[config.mk]
export PLATFORM = sky130hd
export DESIGN_NAME = murmur3_32_stream_hash_flat
export DESIGN_NICKNAME = d
export VERILOG_FILES = /design/src/design/mm3_pkg.sv /design/src/design/mm3_in_if.sv /design/src/design/mm3_out_if.sv /design/src/design/murmur3_32_stream_hash.sv /design/src/design/mm3_front.sv /design/src/design/mm3_queue.sv /design/src/design/mm3_back.sv /design/src/flat_wrapper.sv
export SDC_FILE = /design/constraint.sdc
export NUM_CORES = 2
export LEC_CHECK = 0
export ABC_AREA = 1
export BUFFER_PORTS_ARGS = -buffer_cell sky130_fd_sc_hd__buf_4
export CAP_MARGIN = 20
export CORE_ASPECT_RATIO = 0.6
export CORE_MARGIN = 5
export CORE_UTILIZATION = 45
export DETAILED_ROUTE_END_ITERATION = 10
export GPL_TIMING_DRIVEN = 1
export PLACE_DENSITY = 0.7
export SYNTH_ARGS = -nofsm -noshare
export SYNTH_HDL_FRONTEND = slang
export SYNTH_SLANG_ARGS = --single-unit
[constraint.sdc]
create_clock -name clk -period 8.9 [get_ports clk]
set_input_delay 1.78 -clock clk [delete_from_list [all_inputs] [get_ports clk]]
set_output_delay 1.78 -clock clk [all_outputs]
set_load 0.03 [all_outputs]
[src/design/mm3_pkg.sv]
`timescale 1ns / 1ps

package mm3_pkg;

  // Body mixing constants
  localparam logic [31:0] MIX_C1   = 32'hcc9e2d51;
  localparam logic [31:0] MIX_C2   = 32'h1b873593;
  localparam logic [31:0] STEP_ADD = 32'he6546b64;

  // Finalizer constants
  localparam logic [31:0] FIN_M1 = 32'h85ebca6b;
  localparam logic [31:0] FIN_M2 = 32'hc2b2ae35;

  // Byte counts of one word
  localparam logic [2:0] BYTES_NONE = 3'd0;
  localparam logic [2:0] BYTES_ONE  = 3'd1;
  localparam logic [2:0] BYTES_TWO  = 3'd2;
  localparam logic [2:0] BYTES_3    = 3'd3;
  localparam logic [2:0] BYTES_FULL = 3'd4;

  // Queue between mixer and hash engine
  localparam int          Q_DEPTH = 4;
  localparam int          Q_PTR_W = $clog2(Q_DEPTH);
  localparam int          Q_CNT_W = $clog2(Q_DEPTH + 1);
  localparam logic [Q_CNT_W-1:0] Q_FULL = Q_CNT_W'(Q_DEPTH);

  // Mixed word as it leaves the front part
  typedef struct packed {
    logic [31:0] k;
    logic [2:0]  count;
    logic        last;
  } mix_item_t;

  function automatic logic [31:0] rotl15(input logic [31:0] v);
    rotl15 = {v[16:0], v[31:17]};
  endfunction

  function automatic logic [31:0] rotl13(input logic [31:0] v);
    rotl13 = {v[18:0], v[31:19]};
  endfunction

endpackage

[src/design/mm3_in_if.sv]
`timescale 1ns / 1ps

interface mm3_in_if;
  logic        valid;
  logic        ready;
  logic [31:0] word;
  logic [2:0]  byte_count;
  logic        last;

  modport source (output valid, output word, output byte_count, output last, input ready);
  modport sink (input valid, input word, input byte_count, input last, output ready);
endinterface

[src/design/mm3_out_if.sv]
`timescale 1ns / 1ps

interface mm3_out_if;
  logic        valid;
  logic        ready;
  logic [31:0] hash;

  modport source (output valid, output hash, input ready);
  modport sink (input valid, input hash, output ready);
endinterface

[src/design/murmur3_32_stream_hash.sv]
`timescale 1ns / 1ps
// Path of the last item of a key to its result: first mixer multiply at the transfer edge,
//   then second mixer multiply, queue write, hash update, two finalizer multiply stages and
//   the output register, each registered; back-pressure can stall any of them.
// Throughput: one item per cycle unless stalled; only the shift-add hash update recurs.
// The 4-entry queue lets the mixer keep taking items while the result side is stalled.
// Reset (rst_n low, synchronous): seed clears to zero, no key is open, all stages empty.

module murmur3_32_stream_hash (
  input  logic        clk,
  input  logic        rst_n,
  mm3_in_if.sink      in_ch,
  mm3_out_if.source   out_ch,
  input  logic        cfg_we,
  input  logic [31:0] cfg_wdata
);

  logic [31:0]        seed_val_r;
  logic               q_in_valid, q_in_ready;
  mm3_pkg::mix_item_t q_in_item;
  logic               q_out_valid, q_out_ready;
  mm3_pkg::mix_item_t q_out_item;

  // Seed register
  always_ff @(posedge clk) begin
    if (!rst_n) begin
      seed_val_r <= 32'h0;
    end else if (cfg_we) begin
      seed_val_r <= cfg_wdata;
    end
  end

  mm3_front u_front (
    .clk        (clk),
    .rst_n      (rst_n),
    .in_ch      (in_ch),
    .push_valid (q_in_valid),
    .push_ready (q_in_ready),
    .push_item  (q_in_item)
  );

  mm3_queue u_queue (
    .clk        (clk),
    .rst_n      (rst_n),
    .push_valid (q_in_valid),
    .push_ready (q_in_ready),
    .push_item  (q_in_item),
    .pop_valid  (q_out_valid),
    .pop_ready  (q_out_ready),
    .pop_item   (q_out_item)
  );

  mm3_back u_back (
    .clk       (clk),
    .rst_n     (rst_n),
    .seed      (seed_val_r),
    .pop_valid (q_out_valid),
    .pop_ready (q_out_ready),
    .pop_item  (q_out_item),
    .out_ch    (out_ch)
  );

endmodule

[src/design/mm3_front.sv]
`timescale 1ns / 1ps

module mm3_front (
  input  logic                clk,
  input  logic                rst_n,
  mm3_in_if.sink              in_ch,
  output logic                push_valid,
  input  logic                push_ready,
  output mm3_pkg::mix_item_t  push_item
);

  logic              a_v_r, a_v_nxt;
  logic [31:0]       a_k_r;
  logic [2:0]        a_cnt_r;
  logic              a_last_r;
  logic              b_v_r, b_v_nxt;
  logic [31:0]       b_k_r;
  logic [2:0]        b_cnt_r;
  logic              b_last_r;
  logic              a_ready;
  logic              b_ready;
  logic [2:0]        cnt;
  logic [31:0]       masked;
  logic              in_xfer;

  // Stage handshakes: a stage moves when empty or when its content moves on
  assign b_ready      = !b_v_r || push_ready;
  assign a_ready      = !a_v_r || b_ready;
  assign in_ch.ready  = a_ready;
  assign in_xfer      = in_ch.valid && a_ready;

  // Normalize the count: only a last item may be short, and never above four
  always_comb begin
    if (!in_ch.last || in_ch.byte_count > mm3_pkg::BYTES_FULL) begin
      cnt = mm3_pkg::BYTES_FULL;
    end else begin
      cnt = in_ch.byte_count;
    end
  end

  // Drop bytes beyond the count
  always_comb begin
    case (cnt)
      mm3_pkg::BYTES_NONE: masked = 32'h0000_0000;
      mm3_pkg::BYTES_ONE:  masked = {24'h0, in_ch.word[7:0]};
      mm3_pkg::BYTES_TWO:  masked = {16'h0, in_ch.word[15:0]};
      mm3_pkg::BYTES_3:    masked = {8'h0, in_ch.word[23:0]};
      default:             masked = in_ch.word;
    endcase
  end

  assign a_v_nxt = a_ready ? in_ch.valid : a_v_r;
  assign b_v_nxt = b_ready ? a_v_r : b_v_r;

  // Valid bits
  always_ff @(posedge clk) begin
    if (!rst_n) begin
      a_v_r <= 1'b0;
      b_v_r <= 1'b0;
    end else begin
      a_v_r <= a_v_nxt;
      b_v_r <= b_v_nxt;
    end
  end

  // First multiply
  always_ff @(posedge clk) begin
    if (in_xfer) begin
      a_k_r    <= masked * mm3_pkg::MIX_C1;
      a_cnt_r  <= cnt;
      a_last_r <= in_ch.last;
    end
  end

  // Rotate and second multiply
  always_ff @(posedge clk) begin
    if (a_v_r && b_ready) begin
      b_k_r    <= mm3_pkg::rotl15(a_k_r) * mm3_pkg::MIX_C2;
      b_cnt_r  <= a_cnt_r;
      b_last_r <= a_last_r;
    end
  end

  assign push_valid      = b_v_r;
  assign push_item.k     = b_k_r;
  assign push_item.count = b_cnt_r;
  assign push_item.last  = b_last_r;

endmodule

[src/design/mm3_queue.sv]
`timescale 1ns / 1ps

module mm3_queue (
  input  logic                clk,
  input  logic                rst_n,
  input  logic                push_valid,
  output logic                push_ready,
  input  mm3_pkg::mix_item_t  push_item,
  output logic                pop_valid,
  input  logic                pop_ready,
  output mm3_pkg::mix_item_t  pop_item
);

  mm3_pkg::mix_item_t               mem_r [mm3_pkg::Q_DEPTH];
  logic [mm3_pkg::Q_PTR_W-1:0]      wr_ptr_r, wr_ptr_nxt;
  logic [mm3_pkg::Q_PTR_W-1:0]      rd_ptr_r, rd_ptr_nxt;
  logic [mm3_pkg::Q_CNT_W-1:0]      cnt_r, cnt_nxt;
  logic                             push;
  logic                             pop;

  assign push_ready = (cnt_r != mm3_pkg::Q_FULL);
  assign pop_valid  = (cnt_r != '0);
  assign push       = push_valid && push_ready;
  assign pop        = pop_valid && pop_ready;
  assign pop_item   = mem_r[rd_ptr_r];

  // Advance pointers and fill count
  always_comb begin
    wr_ptr_nxt = push ? wr_ptr_r + 1'b1 : wr_ptr_r;
    rd_ptr_nxt = pop ? rd_ptr_r + 1'b1 : rd_ptr_r;
    cnt_nxt    = cnt_r;
    if (push && !pop) begin
      cnt_nxt = cnt_r + 1'b1;
    end else if (pop && !push) begin
      cnt_nxt = cnt_r - 1'b1;
    end
  end

  always_ff @(posedge clk) begin
    if (!rst_n) begin
      wr_ptr_r <= '0;
      rd_ptr_r <= '0;
      cnt_r    <= '0;
    end else begin
      wr_ptr_r <= wr_ptr_nxt;
      rd_ptr_r <= rd_ptr_nxt;
      cnt_r    <= cnt_nxt;
    end
  end

  // Store the entry
  always_ff @(posedge clk) begin
    if (push) begin
      mem_r[wr_ptr_r] <= push_item;
    end
  end

  a_no_overfill: assert property (@(posedge clk) disable iff (!rst_n)
    cnt_r == mm3_pkg::Q_FULL |-> !push)
    else $error("queue written while full");

  a_count_track: assert property (@(posedge clk) disable iff (!rst_n)
    push && !pop |=> cnt_r != '0)
    else $error("queue count lost a transfer");

endmodule

[src/design/mm3_back.sv]
`timescale 1ns / 1ps

module mm3_back (
  input  logic                clk,
  input  logic                rst_n,
  input  logic [31:0]         seed,
  input  logic                pop_valid,
  output logic                pop_ready,
  input  mm3_pkg::mix_item_t  pop_item,
  mm3_out_if.source           out_ch
);

  logic        open_r, open_nxt;
  logic [31:0] h_r;
  logic [31:0] tot_r;
  logic        f0_v_r, f0_v_nxt;
  logic [31:0] f0_r;
  logic        f1_v_r, f1_v_nxt;
  logic [31:0] f1_r;
  logic        f2_v_r, f2_v_nxt;
  logic [31:0] f2_r;
  logic        o_v_r, o_v_nxt;
  logic [31:0] o_r;
  logic        o_ready, f2_ready, f1_ready, f0_ready;
  logic        pop;
  logic [31:0] h_base, t_base, hx, hr, h_new, t_new;
  logic [31:0] f0_s, f1_s, f2_s;

  // Finalizer stage handshakes
  assign o_ready  = !o_v_r || out_ch.ready;
  assign f2_ready = !f2_v_r || o_ready;
  assign f1_ready = !f1_v_r || f2_ready;
  assign f0_ready = !f0_v_r || f1_ready;

  // Hold a last item until the finalizer has room
  assign pop_ready = !pop_item.last || f0_ready;
  assign pop       = pop_valid && pop_ready;

  // Hash update: a new key starts from the seed
  always_comb begin
    h_base = open_r ? h_r : seed;
    t_base = open_r ? tot_r : 32'h0;
    hx     = h_base ^ pop_item.k;
    hr     = mm3_pkg::rotl13(hx);
    if (pop_item.count == mm3_pkg::BYTES_FULL) begin
      h_new = {hr[29:0], 2'b00} + hr + mm3_pkg::STEP_ADD;
    end else begin
      h_new = hx;
    end
    t_new = t_base + {29'h0, pop_item.count};
  end

  assign open_nxt = pop ? !pop_item.last : open_r;
  assign f0_v_nxt = f0_ready ? (pop && pop_item.last) : f0_v_r;
  assign f1_v_nxt = f1_ready ? f0_v_r : f1_v_r;
  assign f2_v_nxt = f2_ready ? f1_v_r : f2_v_r;
  assign o_v_nxt  = o_ready ? f2_v_r : o_v_r;

  // Control state
  always_ff @(posedge clk) begin
    if (!rst_n) begin
      open_r <= 1'b0;
      f0_v_r <= 1'b0;
      f1_v_r <= 1'b0;
      f2_v_r <= 1'b0;
      o_v_r  <= 1'b0;
    end else begin
      open_r <= open_nxt;
      f0_v_r <= f0_v_nxt;
      f1_v_r <= f1_v_nxt;
      f2_v_r <= f2_v_nxt;
      o_v_r  <= o_v_nxt;
    end
  end

  // Running hash and length
  always_ff @(posedge clk) begin
    if (pop) begin
      h_r   <= h_new;
      tot_r <= t_new;
    end
  end

  // Finalizer data path
  assign f0_s = f0_r ^ {16'h0, f0_r[31:16]};
  assign f1_s = f1_r ^ {13'h0, f1_r[31:13]};
  assign f2_s = f2_r ^ {16'h0, f2_r[31:16]};

  always_ff @(posedge clk) begin
    if (pop && pop_item.last && f0_ready) begin
      f0_r <= h_new ^ t_new;
    end
    if (f0_v_r && f1_ready) begin
      f1_r <= f0_s * mm3_pkg::FIN_M1;
    end
    if (f1_v_r && f2_ready) begin
      f2_r <= f1_s * mm3_pkg::FIN_M2;
    end
    if (f2_v_r && o_ready) begin
      o_r <= f2_s;
    end
  end

  assign out_ch.valid = o_v_r;
  assign out_ch.hash  = o_r;

  a_last_enters_fin: assert property (@(posedge clk) disable iff (!rst_n)
    pop && pop_item.last |=> f0_v_r)
    else $error("last item did not enter the finalizer");

  a_key_closes_on_last: assert property (@(posedge clk) disable iff (!rst_n)
    $fell(open_r) && $past(rst_n) |-> $past(pop && pop_item.last))
    else $error("key closed without a last item");

endmodule
[src/flat_wrapper.sv]
// flat-port wrapper written by rule: the top's interface ports become plain ports
module murmur3_32_stream_hash_flat 
  (clk, rst_n, cfg_we, cfg_wdata, in_ch_valid, in_ch_word, in_ch_byte_count, in_ch_last, in_ch_ready, out_ch_valid, out_ch_hash, out_ch_ready);
  mm3_in_if in_ch_i ();
  mm3_out_if out_ch_i ();
  input  logic clk;
  input  logic rst_n;
  input  logic cfg_we;
  input  logic [31:0] cfg_wdata;
  input wire logic [$bits(in_ch_i.valid)-1:0] in_ch_valid;
  input wire logic [$bits(in_ch_i.word)-1:0] in_ch_word;
  input wire logic [$bits(in_ch_i.byte_count)-1:0] in_ch_byte_count;
  input wire logic [$bits(in_ch_i.last)-1:0] in_ch_last;
  output wire logic [$bits(in_ch_i.ready)-1:0] in_ch_ready;
  output wire logic [$bits(out_ch_i.valid)-1:0] out_ch_valid;
  output wire logic [$bits(out_ch_i.hash)-1:0] out_ch_hash;
  input wire logic [$bits(out_ch_i.ready)-1:0] out_ch_ready;
  assign in_ch_i.valid = in_ch_valid;
  assign in_ch_i.word = in_ch_word;
  assign in_ch_i.byte_count = in_ch_byte_count;
  assign in_ch_i.last = in_ch_last;
  assign in_ch_ready = in_ch_i.ready;
  assign out_ch_valid = out_ch_i.valid;
  assign out_ch_hash = out_ch_i.hash;
  assign out_ch_i.ready = out_ch_ready;
  murmur3_32_stream_hash u_core (.clk(clk), .rst_n(rst_n), .in_ch(in_ch_i), .out_ch(out_ch_i), .cfg_we(cfg_we), .cfg_wdata(cfg_wdata));
endmodule
== After elaboration in Yosys (flattened, before gate mapping) ==
Memories as Yosys holds them, arrays and structs flattened. A register that Yosys moved wholly into a read port is not among the register bits.
Index checks and enable logic that the tools add are counted.
Word-level totals
  input port bits: 73
  register bits: 310
  output and inout port bits: 34
  memories kept: 1
  RAM bits: 144
  logic and storage cells: 89
Memory list
  u_core.u_queue.mem_r: depth 4, bits a word 36, rd ports 1, clocked after Yosys merged registers in 1, write ports 1, line mm3_queue.sv:14  | mm3_pkg::mix_item_t mem_r [mm3_pkg::Q_DEPTH];
Cells by class
  add/sub/neg operators: 7
  reductions and logical operators: 32
  magnitude comparators: 1
  mux-type cells: 11
  bitwise logic cells: 5
  equality and inequality tests: 5
  multiply operators: 4
Operators with widths (count)
  $pmux 32 s4: 1
  $mux 32: 3
  $mul 32x31->32 const B: 2
  $xor 32x16->32: 2
  $xor 32x32->32: 2
  $add 32x3->32: 1
  $add 32x32->32: 1
  $add 32x32->32 const B: 1
  $mul 32x29->32 const B: 1
  $mul 32x32->32 const B: 1
  $xor 32x19->32: 1
  $logic_and 1x1->1: 11
  $logic_not 1->1: 10
  $mux 3: 3
  $logic_or 1x1->1: 8
  $eq 3x2->1 const B: 2
  $add 2x1->2 const B: 2
  $mux 2: 2
  $add 3x1->3 const B: 1
  $eq 3x1->1 const B: 1
  $eq 3x3->1 const B: 1
  $gt 3x3->1 const B: 1
  $logic_not 3->1: 1
  $ne 3x3->1 const B: 1
  other kinds (4): 5

== Depth between registers and ports, before layout ==
  word-level depth: 10
  gate-level depth with buffers: 39

== By module ==
From an unflattened synthesis, not the netlist that was laid out.
Unflattened totals
  cells, all modules: 5888
  area, all modules: 55954.9 sq um
By module, submodules not included
  mm3_back: cells each 3268, area each 29633.4 sq um, times used 1, sequential area each 5865.6 sq um
  mm3_front: cells each 2002, area each 19088.3 sq um, times used 1, sequential area each 2202.1 sq um
  mm3_queue: cells each 416, area each 5898.2 sq um, times used 1, sequential area each 4504.3 sq um
  murmur3_32_stream_hash: cells each 202, area each 1335.0 sq um, times used 1, sequential area each 640.6 sq um

== Worst setup path before layout ==
No wires, ideal clock.
  kind: input to register
  start point: input port in_ch_last
  end point: register u_core.u_front.a_k_r[25], data pin
  path buffers: 1
  stages on the path: 29
  data required time: 8.648 ns
  setup slack: 1.316 ns
  arrival: 7.331 ns
  setup time: 0.252 ns
  path through: inv_1 > nor2_2 > nand2_1 > buf_2 > nor2_4 > inv_1 > nand2_1 > nor2_1 > nor2_1 > inv_1 > fa_1 > fa_1 > fa_1 > inv_1 > fa_1 > inv_1 > fa_1 > inv_1 > fa_1 > ha_1 > ha_1 > a21oi_1 > o21ai_0 > a21oi_1 > o21ai_0 > a21oi_1 > inv_1 > nand2_1 > nand2_1
On the way
  longest elaborated chain between the ends: 6
Ends and longest elaborated chain
  start: declaration: line flat_wrapper.sv:13  | input wire logic [$bits(in_ch_i.last)-1:0] in_ch_last;
  $logic_not 1->1 (*): line mm3_front.sv:34  | if (!in_ch.last || in_ch.byte_count > mm3_pkg::BYTES_FULL) begin
  $logic_or 1x1->1 (*): line mm3_front.sv:34
  $mux 3 (*): line mm3_front.sv:34
  $eq 3x2->1, or another cell as far along: line mm3_front.sv:43  | case (cnt)
  $pmux 32 s4 (*): line mm3_front.sv:43
  $mul 32x31->32 (*): line mm3_front.sv:69  | a_k_r <= masked * mm3_pkg::MIX_C1;
  end signal: assignment: line mm3_front.sv:69
  end: declaration: line mm3_front.sv:13  | logic [31:0] a_k_r;
Every way passes the cells marked *; elsewhere a longest branch is shown, timed or not.
A chain may end at the register's enable or synchronous reset.

== Worst setup path in the final report ==
  start point: register u_core.u_back.f0_r[22]
  end point: register u_core.u_back.f1_r[28], data pin
On the way
  longest elaborated chain between the ends: 2
Ends and longest elaborated chain
  start: declaration: line mm3_back.sv:17  | logic [31:0] f0_r;
  start signal: assignment: line mm3_back.sv:91  | f0_r <= h_new ^ t_new;
  $xor 32x16->32: line mm3_back.sv:85  | assign f0_s = f0_r ^ {16'h0, f0_r[31:16]};
  $mul 32x32->32: line mm3_back.sv:94  | f1_r <= f0_s * mm3_pkg::FIN_M1;
  end signal: assignment: line mm3_back.sv:94
  end: declaration: line mm3_back.sv:19  | logic [31:0] f1_r;
No other way between the ends.

==> summary.md <==
| Metric | Value |
|---|---|
| Fin crit period | `8103 ps` |
| Root Driver | `clkbuf_16` |
| Die width | `465.4 um` |
| Ys flop type | `edfxtp_1` |
| CP endpoint kind | `register` |
| Ports | `107` |
| Slew Limit Fails | `0` |
| Vias | `40.13k` |
| Post-route ant nets | `0` |
| Pre-antenna DRT Iters | `6` |
| TNS Setup | `0 ps` |
| Clock Skew | `31.26 ps` |
| Critical path cell sequence | `xnor2_1 > fa_1 > fa_1 > inv_1 > fa_1 > ha_1 > inv_1 > fa_1 > inv_1 > fa_1 > fa_1 > inv_1 > fa_1 > inv_1 > ha_1 > nand2_1 > nor3_1 > nand4_1 > nand3_1 > nand2_1 > nand2_1 > nand2_1 > nand3_1 > nand2_1` |
| HPWL after DPL | `142600 um` |
| CTS tree | `built` |
| Worst Setup Path Type | `register to register` |
| Hold crit path type | `register to register` |
| Crit path required time | `9260 ps` |
| Hold-fix buffers, CTS | `0` |
| Slew headroom | `0.2775` |
| Netlist cell types | `60` |
| GR Overflow Total | `0` |
| Clk slew on worst S/H paths | `70 ps` |
| Worst path max stage delay | `800 ps` |
| Final WL | `164700 um` |
| CP Launch Type | `register` |
| Initial Utilization | `0.4524` |
| Async S/R FF share, synth | `0` |
| Post-Syn Instances | `5862` |
| Postcts setup bufs | `0` |
| Fmax | `0.1234 GHz` |
| Number of global-route vias before repair | `40.00k` |
| DR vias/cell | `5.230` |
| Die Span Y | `283.2 um` |
| Initial antenna violation count | `5` |
| Status | `completed` |
| H-tree depth | `2` |
| Count of warnings emitted by yosys | `0` |
| WL met1 | `82310 um` |
| Final hold viol count | `0` |
| Buf/Inv on CP | `5` |
| CTS sink cnt | `456` |
| CTS buffer count | `46` |
| Post-CTS Resized | `0` |
| Row cnt | `100` |
| Period utilization | `0.9105` |
| Final setup vio count | `0` |
| Top sig layer | `met5` |
| First-pass GRT wire length | `250700 um` |
| DRC violations left | `0` |
| Met2 wire length | `59040 um` |
| Commonest non-fill, non-tap cell in the layout | `inv_1` |
| Max clock buf depth | `3` |
| RSZ-0062 raised after global routing | `false` |
| Largest fanout on the critical path | `6` |
| Clk Latency, worst-skew pair | `610 ps` |
| Area Growth Syn to Fin | `7.813%` |
| Mapped Avg Cell Area | `9.551 um2` |
| Inserted Diodes | `0` |
| Ratio of cells with drive above 1 in the final layout | `0.04900` |
| Register area share after synthesis | `0.2360` |
| Iteration-0 DRC Markers | `4139` |
| Worst-Margin Slew | `1080 ps` |
| IO Port Bufs | `106` |
| Slowest library cell on the worst path | `nor3_1` |
| Largest net degree at the start of global routing | `75` |
| Core area | `0.1237 mm2` |
| Synthesized area | `0.05599 mm2` |
| Crit-path most repeated cell | `fa_1` |
| Final nets | `7639` |
| Largest delay share family, worst path | `adder cells` |
| Max_cap viols | `0` |
| Synth Register Bits | `456` |
| Commonest cells after routing, fill and taps aside | `1543 x inv_1, 841 x nand2_1, 828 x ha_1` |
| Number of synthesized flops with an enable pin | `408` |
| Synth Net Count | `7495` |
| Critical Path AT | `8460 ps` |
| Die Footprint | `0.1318 mm2` |
| Placer congestion estimate | `1.018` |
| Wirelength per Cell | `21.47 um` |
| Routed wl met3 | `21670 um` |
| Overall Global Routing Usage | `0.2514` |
## synthesized netlist by cell type (37+ instances only)
library cell	n	area share
ha_1	828	0.19
nand2_1	841	0.056
nand4_1	37	0.0041
nor2_1	292	0.020
edfxtp_1	408	0.22
inv_1	1544	0.10
dfxtp_1	48	0.017
nand3_1	195	0.017
fa_1	732	0.26
xnor2_1	104	0.016
xor2_1	164	0.026
a21oi_1	182	0.016
o21ai_0	153	0.014
## routing by layer
layer,vias up,GRT usage
li1,18560,-
met1,19750,0.4140
met2,1715,0.3135
met3,101,0.09374
met4,4,0.02682
met5,-,0
## flip-flops by register name (all words and copies together) (netlist names), 3 cells and up, named ones only
register and count:
u_core.u_back.f2_r 32, u_core.seed_val_r 32, u_core.u_back.tot_r 32, u_core.u_front.a_k_r 32, u_core.u_front.b_k_r 32, u_core.u_front.a_cnt_r 3
u_core.u_queue.cnt_r 3, u_core.u_back.h_r 32, u_core.u_back.out_ch.hash 32, u_core.u_back.f1_r 32, u_core.u_front.b_cnt_r 3, u_core.u_back.f0_r 32
u_core.u_queue.mem_r 144
## cells by family (layout without fill, tap and decap cells)
logic type | after synthesis | count (layout) | synth area share
buffers and inverters | 1614 | 1793 | 0.1110
adder cells (fa/ha/maj) | 1560 | 1560 | 0.4468
AND/OR/NAND/NOR | 1471 | 1471 | 0.1104
AO/OA/AOI/OAI | 458 | 458 | 0.04684
flip-flops | 456 | 456 | 0.2360
XOR/XNOR | 275 | 275 | 0.04396
multiplexers | 28 | 28 | 0.005073
## worst paths after layout
path	from	endpoint	depth (start not counted)	slack [ps]
worst max-delay path	u_core.u_back.f0_r[22]$_DFFE_PP_	u_core.u_back.f1_r[28]$_DFFE_PP_	24	800
worst min register to register	u_core.u_front.a_last_r$_DFFE_PP_	u_core.u_front.b_last_r$_DFFE_PP_	0	420
worst min-delay path	u_core.u_front.a_last_r$_DFFE_PP_	u_core.u_front.b_last_r$_DFFE_PP_	0	420
worst max register to register	u_core.u_back.f0_r[22]$_DFFE_PP_	u_core.u_back.f1_r[28]$_DFFE_PP_	24	800
## area by class of cell
class | instances | area [um2]
multi-input combinational | 3792 | 36590
clock inverter | 29 | 317.8
sequential | 456 | 13220
clock buffer | 54 | 1212
timing repair buffer | 144 | 1101
inverter | 1566 | 5878
fill | 11410 | 63380
tap | 1632 | 2042
## stage by stage
stage / instances / util / instance area, um2 / setup WS, ps / hold WS (ps)
floorplan: 5862 / - / 55990 / 1316 / 400.3
global placement: 7589 / 0.4752 / 58800 / 375.9 / 403.6
detailed placement: 7590 / 0.4754 / 58830 / 397.1 / 409.2
CTS: 7673 / 0.4878 / 60360 / 1040 / 419.8
global route: 7673 / 0.4878 / 60360 / 514.3 / 436.4
finish: 7673 / 0.4878 / 60360 / 796.8 / 422.2
Power is left out: the tool's default activity adds up to more than one toggle a clock period on the data nets, which glitch-free logic cannot reach.
